`src/hdl/assert_macros.svh`:
```
// Assertion helpers shared by the RTL files.
// Each macro expects signals named clock and reset in the using module.
`ifndef ASSERT_MACROS_SVH
`define ASSERT_MACROS_SVH

// Check a property outside reset.
`define SNL_ASSERT(label, prop, msg) \
   label: assert property (@(posedge clock) disable iff (reset) (prop)) else $error(msg);

// Check a property at every edge, reset included.
`define SNL_ASSERT_ALWAYS(label, prop, msg) \
   label: assert property (@(posedge clock) (prop)) else $error(msg);

`endif

```
`src/hdl/snl_pkg.sv`:
```
`default_nettype none
package snl_pkg;

   // Widths of the fields
   localparam int unsigned LEVEL_W  = 10;
   localparam int unsigned NIBBLE_W = 4;
   localparam int unsigned OFFSET_W = 9;

   // Sensor constants
   localparam logic [LEVEL_W-1:0] LEVEL_MAX = 10'd1023;

   // Register reset values
   localparam logic [OFFSET_W-1:0] HYST_RESET = 9'd16;
   localparam logic [NIBBLE_W-1:0] GET_RESET  = 4'h3;
   localparam logic [NIBBLE_W-1:0] ACK_RESET  = 4'hE;

   // Request operation codes
   localparam logic [1:0] OP_STROBE = 2'd0;
   localparam logic [1:0] OP_SAMPLE = 2'd1;
   localparam logic [1:0] OP_CLEAR  = 2'd2;

   // Register indexes
   localparam logic [1:0] CSR_HYST = 2'd0;
   localparam logic [1:0] CSR_GET  = 2'd1;
   localparam logic [1:0] CSR_ACK  = 2'd2;

   // Bus phase sequence; even steps wait for a high strobe, odd for low
   typedef enum logic [3:0] {
      PH_WAIT_CMD  = 4'd0,
      PH_ANSWER    = 4'd1,
      PH_SETTLE_A  = 4'd2,
      PH_SEND_MID  = 4'd3,
      PH_SETTLE_B  = 4'd4,
      PH_SEND_LOW  = 4'd5,
      PH_SETTLE_C  = 4'd6,
      PH_SEND_ACK  = 4'd7,
      PH_SETTLE_D  = 4'd8,
      PH_RELEASE   = 4'd9
   } phase_type;

   // Request to the light tracker
   typedef struct packed {
      logic               update;
      logic               clear;
      logic [LEVEL_W-1:0] sample;
   } light_req_type;

   // One response
   typedef struct packed {
      logic                led_on;
      logic                bus_drive;
      logic [NIBBLE_W-1:0] bus_out;
      logic                command_valid;
      logic [NIBBLE_W-1:0] command;
      logic                flush_queue;
   } result_type;

endpackage
`default_nettype wire

```
`src/hdl/snl_light.sv`:
```
`default_nettype none
module snl_light (
   input  wire logic                          clock,
   input  wire logic                          reset,
   input  wire snl_pkg::light_req_type        light_req,
   input  wire logic [snl_pkg::OFFSET_W-1:0]  hyst_offset,
   output logic                               led_next
);
   import snl_pkg::*;
   `include "assert_macros.svh"

   logic [LEVEL_W-1:0] high_ff, high_in;
   logic [LEVEL_W-1:0] low_ff, low_in;
   logic [LEVEL_W-1:0] mid_ff, mid_in;
   logic               led_ff, led_in;
   logic [LEVEL_W:0]   span_sum;
   logic [LEVEL_W:0]   sample_up;
   logic [LEVEL_W:0]   mid_up;

   // Track min, max and midpoint, then apply hysteresis on the LED; clear restarts min, max and midpoint
   always_comb begin
      high_in   = high_ff;
      low_in    = low_ff;
      mid_in    = mid_ff;
      led_in    = led_ff;
      span_sum  = '0;
      sample_up = {1'b0, light_req.sample} + {2'b00, hyst_offset};
      mid_up    = '0;
      if (light_req.clear) begin
         high_in = '0;
         low_in  = LEVEL_MAX;
         mid_in  = '0;
      end else if (light_req.update) begin
         if (light_req.sample > high_ff) begin
            high_in = light_req.sample;
         end
         if (light_req.sample < low_ff) begin
            low_in = light_req.sample;
         end
         span_sum = {1'b0, high_in} + {1'b0, low_in};
         if ((light_req.sample > high_ff) || (light_req.sample < low_ff)) begin
            mid_in = span_sum[LEVEL_W:1];
         end
         mid_up = {1'b0, mid_in} + {2'b00, hyst_offset};
         if (led_ff) begin
            if (sample_up < {1'b0, mid_in}) begin
               led_in = 1'b0;
            end
         end else begin
            if ({1'b0, light_req.sample} > mid_up) begin
               led_in = 1'b1;
            end
         end
      end
   end

   always_ff @(posedge clock) begin
      if (reset) begin
         high_ff <= '0;
         low_ff  <= LEVEL_MAX;
         mid_ff  <= '0;
         led_ff  <= 1'b0;
      end else begin
         high_ff <= high_in;
         low_ff  <= low_in;
         mid_ff  <= mid_in;
         led_ff  <= led_in;
      end
   end

   assign led_next = led_in;

   `SNL_ASSERT(a_clear_restores_span, light_req.clear |=> (low_ff == LEVEL_MAX && high_ff == '0 && mid_ff == '0), "clear did not restore span")
   `SNL_ASSERT(a_mid_inside_span, (low_ff <= high_ff) |-> (mid_ff >= low_ff && mid_ff <= high_ff), "midpoint outside span")
   `SNL_ASSERT(a_led_holds_idle, (!light_req.update && !light_req.clear) |=> $stable(led_ff), "LED moved without a sample")

endmodule
`default_nettype wire

```
`src/hdl/strobe_nibble_link_light_level_core.sv`:
```
`default_nettype none
// Channel | Direction | Handshake           | Payload
// req     | in        | req_valid/req_stall | op, strobe_level, bus_nibble, adc_sample
// rsp     | out       | rsp_valid/rsp_stall | led_on, bus_drive, bus_out, command_valid,
//         |           |                     | command, flush_queue
// csr     | in        | csr_valid/csr_ready | csr_index, csr_data
//
// Every request gives one response, one request per cycle while req_stall is low; the
// response is registered and shown from the output register.
// A two-entry output (register plus skid) lets a request enter while a response waits;
// req_stall rises only when the skid entry is full.
// Reset is synchronous; registers return to their reset values, but for the output and skid data.
// csr_ready is always high; writes to unknown indexes are dropped.
module strobe_nibble_link_light_level_core (
   input  wire logic                          clock,
   input  wire logic                          reset,
   input  wire logic                          req_valid,
   output logic                               req_stall,
   input  wire logic [1:0]                    req_op,
   input  wire logic                          req_strobe_level,
   input  wire logic [snl_pkg::NIBBLE_W-1:0]  req_bus_nibble,
   input  wire logic [snl_pkg::LEVEL_W-1:0]   req_adc_sample,
   output logic                               rsp_valid,
   input  wire logic                          rsp_stall,
   output logic                               rsp_led_on,
   output logic                               rsp_bus_drive,
   output logic [snl_pkg::NIBBLE_W-1:0]       rsp_bus_out,
   output logic                               rsp_command_valid,
   output logic [snl_pkg::NIBBLE_W-1:0]       rsp_command,
   output logic                               rsp_flush_queue,
   input  wire logic                          csr_valid,
   output logic                               csr_ready,
   input  wire logic [1:0]                    csr_index,
   input  wire logic [snl_pkg::OFFSET_W-1:0]  csr_data
);
   import snl_pkg::*;
   `include "assert_macros.svh"

   logic [OFFSET_W-1:0] hyst_ff;
   logic [NIBBLE_W-1:0] get_ff;
   logic [NIBBLE_W-1:0] ack_ff;

   phase_type           phase_ff, phase_in;
   logic [NIBBLE_W-1:0] held_ff, held_in;
   logic [LEVEL_W-1:0]  level_ff, level_in;
   logic                drive_en_ff, drive_en_in;
   logic [NIBBLE_W-1:0] drive_val_ff, drive_val_in;

   result_type          out_ff, out_in, skid_ff, skid_in, result;
   logic                out_valid_ff, out_valid_in;
   logic                skid_valid_ff, skid_valid_in;

   logic                accept, rsp_pop, edge_ok, is_get, led_next;
   logic                cmd_valid;
   logic [NIBBLE_W-1:0] cmd_value;
   light_req_type       light_req;

   assign csr_ready = 1'b1;
   assign req_stall = skid_valid_ff;
   assign accept    = req_valid && !req_stall;
   assign rsp_pop   = out_valid_ff && !rsp_stall;

   // Register writes
   always_ff @(posedge clock) begin
      if (reset) begin
         hyst_ff <= HYST_RESET;
         get_ff  <= GET_RESET;
         ack_ff  <= ACK_RESET;
      end else if (csr_valid && csr_ready) begin
         case (csr_index)
            CSR_HYST: hyst_ff <= csr_data;
            CSR_GET:  get_ff  <= csr_data[NIBBLE_W-1:0];
            CSR_ACK:  ack_ff  <= csr_data[NIBBLE_W-1:0];
            default:  ;
         endcase
      end
   end

   // Step the bus phase on a strobe edge of the right level
   assign edge_ok = accept && (req_op == OP_STROBE) && (req_strobe_level == !phase_ff[0]);
   assign is_get  = (held_ff == get_ff);

   always_comb begin
      phase_in     = phase_ff;
      held_in      = held_ff;
      drive_en_in  = drive_en_ff;
      drive_val_in = drive_val_ff;
      cmd_valid    = 1'b0;
      cmd_value    = '0;
      if (accept && (req_op == OP_CLEAR)) begin
         phase_in = PH_WAIT_CMD;
      end else if (edge_ok) begin
         case (phase_ff)
            PH_WAIT_CMD: begin
               held_in  = req_bus_nibble;
               phase_in = PH_ANSWER;
            end
            PH_ANSWER: begin
               if (is_get) begin
                  drive_val_in = {2'b00, level_ff[9:8]};
               end else begin
                  cmd_valid    = 1'b1;
                  cmd_value    = held_ff;
                  drive_val_in = ack_ff;
               end
               drive_en_in = 1'b1;
               phase_in    = PH_SETTLE_A;
            end
            PH_SEND_MID: begin
               if (is_get) begin
                  drive_val_in = level_ff[7:4];
                  phase_in     = PH_SETTLE_B;
               end else begin
                  drive_en_in = 1'b0;
                  phase_in    = PH_WAIT_CMD;
               end
            end
            PH_SEND_LOW: begin
               drive_val_in = level_ff[3:0];
               phase_in     = PH_SETTLE_C;
            end
            PH_SEND_ACK: begin
               drive_val_in = ack_ff;
               phase_in     = PH_SETTLE_D;
            end
            PH_RELEASE: begin
               drive_en_in = 1'b0;
               phase_in    = PH_WAIT_CMD;
            end
            PH_SETTLE_A: phase_in = PH_SEND_MID;
            PH_SETTLE_B: phase_in = PH_SEND_LOW;
            PH_SETTLE_C: phase_in = PH_SEND_ACK;
            PH_SETTLE_D: phase_in = PH_RELEASE;
            default:     phase_in = PH_WAIT_CMD;
         endcase
      end
   end

   // Latch the latest light level
   assign level_in = (accept && (req_op == OP_SAMPLE)) ? req_adc_sample : level_ff;

   always_ff @(posedge clock) begin
      if (reset) begin
         phase_ff     <= PH_WAIT_CMD;
         held_ff      <= '0;
         level_ff     <= '0;
         drive_en_ff  <= 1'b0;
         drive_val_ff <= '0;
      end else begin
         phase_ff     <= phase_in;
         held_ff      <= held_in;
         level_ff     <= level_in;
         drive_en_ff  <= drive_en_in;
         drive_val_ff <= drive_val_in;
      end
   end

   // Light tracker
   assign light_req.update = accept && (req_op == OP_SAMPLE);
   assign light_req.clear  = accept && (req_op == OP_CLEAR);
   assign light_req.sample = req_adc_sample;

   snl_light u_light (
      .clock       (clock),
      .reset       (reset),
      .light_req   (light_req),
      .hyst_offset (hyst_ff),
      .led_next    (led_next)
   );

   // Build the response from the updated state
   always_comb begin
      result.led_on        = led_next;
      result.bus_drive     = drive_en_in;
      result.bus_out       = drive_en_in ? drive_val_in : '0;
      result.command_valid = cmd_valid;
      result.command       = cmd_value;
      result.flush_queue   = accept && (req_op == OP_CLEAR);
   end

   // Output register with one skid entry
   always_comb begin
      out_in        = out_ff;
      out_valid_in  = out_valid_ff;
      skid_in       = skid_ff;
      skid_valid_in = skid_valid_ff;
      if (!out_valid_ff || rsp_pop) begin
         if (skid_valid_ff) begin
            out_in        = skid_ff;
            out_valid_in  = 1'b1;
            skid_valid_in = 1'b0;
         end else if (accept) begin
            out_in       = result;
            out_valid_in = 1'b1;
         end else begin
            out_valid_in = 1'b0;
         end
      end else if (accept) begin
         skid_in       = result;
         skid_valid_in = 1'b1;
      end
   end

   always_ff @(posedge clock) begin
      if (reset) begin
         out_valid_ff  <= 1'b0;
         skid_valid_ff <= 1'b0;
      end else begin
         out_valid_ff  <= out_valid_in;
         skid_valid_ff <= skid_valid_in;
      end
   end

   always_ff @(posedge clock) begin
      out_ff  <= out_in;
      skid_ff <= skid_in;
   end

   assign rsp_valid         = out_valid_ff;
   assign rsp_led_on        = out_ff.led_on;
   assign rsp_bus_drive     = out_ff.bus_drive;
   assign rsp_bus_out       = out_ff.bus_out;
   assign rsp_command_valid = out_ff.command_valid;
   assign rsp_command       = out_ff.command;
   assign rsp_flush_queue   = out_ff.flush_queue;

   `SNL_ASSERT(a_skid_needs_out, skid_valid_ff |-> out_valid_ff, "skid entry filled while output empty")
   `SNL_ASSERT(a_skid_drains, (skid_valid_ff && !rsp_stall) |=> !skid_valid_ff, "skid entry did not drain")
   `SNL_ASSERT(a_command_acked, (rsp_valid && rsp_command_valid) |-> (rsp_bus_drive && rsp_bus_out == ack_ff), "handed-on command without acknowledge")
   `SNL_ASSERT_ALWAYS(a_reset_empties, reset |=> (!out_valid_ff && !skid_valid_ff), "output not empty after reset")

endmodule
`default_nettype wire

```
`config.mk`:
```
export PLATFORM = sky130hd
export DESIGN_NAME = strobe_nibble_link_light_level_core
export DESIGN_NICKNAME = d
export VERILOG_FILES = /design/src/hdl/snl_pkg.sv /design/src/hdl/snl_light.sv /design/src/hdl/strobe_nibble_link_light_level_core.sv
export VERILOG_INCLUDE_DIRS = /design/src /design/src/hdl
export SDC_FILE = /design/constraint.sdc
export NUM_CORES = 1
export LEC_CHECK = 0
export ABC_AREA = 1
export BUFFER_PORTS_ARGS = -buffer_cell sky130_fd_sc_hd__buf_2
export CAP_MARGIN = 20
export CORE_MARGIN = 2
export CORE_UTILIZATION = 50
export DETAILED_ROUTE_END_ITERATION = 6
export PLACE_DENSITY = 0.7
export SLEW_MARGIN = 10
export SYNTH_ARGS = -nofsm -noshare
export SYNTH_HDL_FRONTEND = slang
export SYNTH_SLANG_ARGS = --single-unit
```
`constraint.sdc`:
```
create_clock -name clock -period 11.4 [get_ports clock]
set_input_delay 3.42 -clock clock [delete_from_list [all_inputs] [get_ports clock]]
set_output_delay 3.42 -clock clock [all_outputs]
set_load 0.05 [all_outputs]
```
# Word-level counts from Yosys, hierarchy flattened
# Index checks and enable logic that the tools add are counted.
# classes
mux	38
n_bitwise	2
addsub	3
order_cmp	4
eq_ne	15
reduce_logical	24
# op_table
cell	count
10-bit 2-to-1 mux	9
4-bit 2-to-1 mux	9
4-bit one-hot mux with 9 select lines	1
12-bit 2-to-1 mux	2
10-bit by 9-bit adder with 11-bit output	2
4-bit by 3-bit equality test with 1-bit output (second input constant)	4
4-bit one-hot mux with 4 select lines	1
1-bit 2-to-1 mux	14
10-bit by 10-bit adder with 11-bit output	1
10-bit by 11-bit greater-than comparator with 1-bit output	1
11-bit by 10-bit less-than comparator with 1-bit output	1
10-bit greater-than comparator	1
10-bit less-than comparator	1
2-bit AND reduction	5
4-bit by 2-bit equality test with 1-bit output (second input constant)	2
4-bit equality test (second input constant)	2
1-bit logical AND	6
2-bit by 1-bit equality test with 1-bit output (second input constant)	2
2-bit equality test (second input constant)	2
4-bit by 1-bit equality test with 1-bit output (second input constant)	1
4-bit equality test	1
1-bit zero test	4
2-bit zero test	2
4-bit zero test	1
8 further kinds	11
# word_totals
register_bits	97
in_bits	33
word_cells	112
out_inout_bits	15

# Depth between registers and ports, before layout
# depth
ltp_word	17
mapped_depth	37

# Hierarchy
# A second synthesis with hierarchy kept.
# unflattened
cells_unflattened	891
area_unflattened_um2	6547.5
# modules_own_cells
module	seq_area_each_um2	cells_per_inst	n_inst	area_each_um2
snl_light	620.6	542	1	3621.0
strobe_nibble_link_light_level_core	1561.5	349	1	2926.6

# Worst setup path before layout
# OpenSTA, ideal clock, no wires.
# synth_timing
path_kind	in2reg
start	input req_adc_sample[9] (netlist bit)
end	register out_ff, in the netlist rsp_led_on (data pin)
setup_slack_ps	3145
cell_stages	31
arrival_ps	8002
n_path_buf	2
path_cell_list	ha_1 -> a21o_1 -> nor2_1 -> nand3_2 -> buf_4 -> clkbuf_1 -> o21ai_0 -> ha_1 -> a21oi_1 -> nor2_1 -> a211oi_1 -> o21ai_2 -> xor2_1 -> o21a_1 -> ha_1 -> nand2_1 -> o21ai_0 -> nand2_1 -> nand2_1 -> a21oi_1 -> o21bai_1 -> a21oi_1 -> xor2_1 -> ha_1 -> nand2_1 -> o41ai_1 -> nor2_1 -> nand2_1 -> nand2_2 -> nand2_1 -> nand2_1
# synth_via
elab_chain_cells	16
word_cells_on_any_way	24
classes_between	add/sub: 3; order compare: 4; mux: 16; reduce/logical: 1
# synth_rtl
element	line	rtl
start, declared	strobe_nibble_link_light_level_core.sv:22	input wire logic [snl_pkg::LEVEL_W-1:0] req_adc_sample,
10-bit greater-than comparator / 10-bit less-than comparator (equally long branches)	snl_light.sv:34, snl_light.sv:41, snl_light.sv:37	
10-bit 2-to-1 mux (on tied branches)	snl_light.sv:34, snl_light.sv:37	
10-bit 2-to-1 mux	snl_light.sv:33	end else if (light_req.update) begin
10-bit 2-to-1 mux	snl_light.sv:29	if (light_req.clear) begin
10-bit by 10-bit adder with 11-bit output	snl_light.sv:40	span_sum = {1'b0, high_in} + {1'b0, low_in};
10-bit 2-to-1 mux	snl_light.sv:41	if ((light_req.sample > high_ff) || (light_req.sample < low_ff)) begin
10-bit 2-to-1 mux	snl_light.sv:33	
10-bit 2-to-1 mux	snl_light.sv:29	
10-bit by 9-bit adder with 11-bit output	snl_light.sv:44	mid_up = {1'b0, mid_in} + {2'b00, hyst_offset};
10-bit by 11-bit greater-than comparator with 1-bit output	snl_light.sv:50	if ({1'b0, light_req.sample} > mid_up) begin
1-bit 2-to-1 mux	snl_light.sv:50	
1-bit 2-to-1 mux *	snl_light.sv:45	if (led_ff) begin
1-bit 2-to-1 mux *	snl_light.sv:33	
1-bit 2-to-1 mux *	snl_light.sv:29	
named net led_next	strobe_nibble_link_light_level_core.sv:53	logic accept, rsp_pop, edge_ok, is_get, led_next;
12-bit 2-to-1 mux *	strobe_nibble_link_light_level_core.sv:192	end else if (accept) begin
12-bit 2-to-1 mux *	strobe_nibble_link_light_level_core.sv:188	if (skid_valid_ff) begin
end signal, assigned	strobe_nibble_link_light_level_core.sv:215	out_ff <= out_in;
end, declared	strobe_nibble_link_light_level_core.sv:49	result_type out_ff, out_in, skid_ff, skid_in, result;
# Mark *: on every way through the listed nets, which the timed path passes. The rest lies on a longest branch. The select of a mux whose other input is x is not followed.
# A chain may end at the register's enable or synchronous reset.

# Worst setup path in the final report
# layout_timing
start	input req_adc_sample[7] (netlist bit)
end	register out_ff, in the netlist rsp_led_on (data pin)
# The elaborated chain is that of the path after synthesis.

==> run metrics <==
status=complete, no violations; Hold WC Path Type=reg2reg; antenna cells=0; Yosys top cell by area=dfxtp_1; hold_buf cts=0; met3 routed WL=550 µm; Worst Path Arrival=8730 ps; area of the mapped netlist=0.00625 mm²; First DRT Iteration DRCs=304; Clock Sink Count=97; DRC=0; min Tclk post-route=8610 ps; Highest Clock Rate=116 MHz; Final WS setup=2790 ps; Crit. End Element=flop; synth unique cells=46; Async SR Flop Fraction=0%; initial antenna violation count=0; Post-synth EDFFs=24; main combinational cell family by area after synthesis=simple AND/OR/NAND/NOR gates; syn_area_per_cell=7.45 µm²; setup_tns=0 ps; post-CTS setup buffers=0; GP Congestion=0.942; worst skew pair latency=360 ps; Layout area overhead=10.7%; DR WL/cell=13.6 µm; vias per cell=5.10; CTS Buf Count=9; CP Data Required Time=11,510 ps; DIE AREA=0.0134 mm²; Routed WL=14,200 µm; Resize count post-CTS=0; Startpoint Class=input pin; Starting Density=51.6%; crit-path max FO=22; synth warn=0; Worst-path clk slew=70 ps; Synth Instances=838; DR pass1 iterations=5; max_cap viols=0; core area=0.0121 mm²; Final setup viols=0; post-route cell area=0.00692 mm²; ranking of synthesized cells by area=dfxtp_1 (23%), ha_1 (13%), edfxtp_1 (12%); Worst-Margin Slew=938 ps; Worst path max stage delay=500 ps; CTS max path bufs=2; count of pins over their slew limit=0; Total Routing Usage GR=22.5%; Top Metal Used=met4; Most Frequent Cell on Critical Path=nand2_1; Layout Cells excl Fill=1,049; M1 WL=7440 µm; remaining antenna violation count=0; Synth Register Bits=97; # nets final=978; CTS root buffer=clkbuf_16; vias in the first global route=4,918; I/O Pins=48; crit share post-route=75.6%; Buffers on Ports=46; routed vias=5,351; die width=116 µm; Post-Synthesis Net Count=940; layout cell share with drive strength beyond 1=10.9%; Core Util, Final=57.1%; slowest library cell on the worst path=o21ai_0; Synth top cells by count=nand2_1 (157), inv_1 (131), a21oi_1 (81), o21ai_0 (76), dfxtp_1 (73); CTS tree=yes; post-synthesis mux area share=0%; Die Height=116 µm; xor-xnor portion of the synthesized cell area=3.08%; CP Class=in2reg; grt total ovfl=0; HPWL after DPL=11,000 µm; Synth Area in Simple Gates=19.6%; largest net degree at the start of global routing=45; H-Tree Depth=3; count leader, synth=nand2_1; metal2 WL=6040 µm; Max IR drop VDD=0.0749 mV; RSZ-0062 raised after global routing=false; DP Cell Count=1,032; Max Clock Skew=11.4 ps; dpl cell area=0.00660 mm²; pre-CTS WS=2470 ps; compound-gate portion of the synthesized area=18.2%; sequential area share after synthesis=34.9%; Adder-Cell Fraction of Synth Area=14.2%; relative slew slack=37.4%; first-pass GRT wire length=23,700 µm; row count=40; Yosys top cell area share=23.4%; Leak=3.36 nW; Power Density=147 mW/mm²; Final Hold Fails=0; Primary FF master, synth=dfxtp_1
layer usage:
metal,global-route usage (%),vias up
met4,7.06,0
met3,3.09,14
met2,34.8,97
met1,32.6,2393
li1,-,2847
met5,0,-
worst paths after layout:
kind / startpoint / to / slack (ps) / depth (start not counted)
worst max register to register: u_light.low_ff[9]$_SDFFE_PP1P_ / rsp_led_on$_DFFE_PP_ / 5620 / 31
worst max-delay path: req_adc_sample[7] / rsp_led_on$_DFFE_PP_ / 2790 / 32
worst min register to register: get_ff[1]$_SDFFE_PP1P_ / get_ff[1]$_SDFFE_PP1P_ / 480 / 2
worst min-delay path: get_ff[1]$_SDFFE_PP1P_ / get_ff[1]$_SDFFE_PP1P_ / 480 / 2
stage by stage:
step	hold slack (ps)	power (mW)
3_3_place_gp	463	0.704
6_report	481	1.02
2_1_floorplan	442	0.634
5_1_grt	506	1.09
4_1_cts	484	1.02
3_5_place_dp	466	0.708
cells in the final DEF, fill, tap and decap left out, drive strengths merged:
cell	count
a211oi	4
a21o	1
a21oi	83
a221oi	2
a31oi	2
and2	2
buf	49
clkbuf	10
clkinv	3
conb	1
dfxtp	73
edfxtp	24
fa	3
ha	66
inv	141
nand2	164
nand3	27
nand4	8
nor2	67
nor3	10
nor4	1
o211ai	12
o21a	2
o21ai	92
o21bai	4
o221ai	1
o22ai	2
o41ai	1
or2	4
xnor2	7
xor2	15
critical path: cells and delay by family:
family,cells,cell delay [ps]
fa+ha+maj,4,1190
buf+inv,2,250
simple gates,13,1250
compound gates,11,2280
xor+xnor,2,320
where the power goes:
| group | leakage [nW] | switching, mW | internal (mW) |
|---|---|---|---|
| combinational | 2.37 | 0.203 | 0.124 |
| sequential | 0.841 | 0.00812 | 0.367 |
| clock | 0.150 | 0.148 | 0.166 |
cell type report:
type,instances,area (µm²)
clock inverters,6,55.1
well taps,168,210
flip-flops and latches,97,2180
inverters,138,518
fillers,1208,5200
multi-input cells,581,3450
clock buffers,10,250
repair buffers,49,253
state kept, by name (all words and copies together), names as in the netlist, 4 cells and up:
| signal | count |
|---|---|
| skid_ff | 12 |
| level_ff | 10 |
| u_light.high_ff | 10 |
| u_light.low_ff | 10 |
| u_light.mid_ff | 10 |
| hyst_ff | 9 |
| ack_ff | 4 |
| drive_val_ff | 4 |
| get_ff | 4 |
| held_ff | 4 |
| phase_ff | 4 |
| rsp_bus_out | 4 |
| rsp_command | 4 |
cell families (layout without fill, tap and decap cells):
logic type	Yosys count	count (layout)
and+or+nand+nor	283	283
buffers and inverters	160	203
AOI/OAI and AO/OA	206	206
xor gates and xnor gates	22	22
adders and majority gates	69	69
other	1	1
DFF	97	97
(Power assumes the default switching activity.)
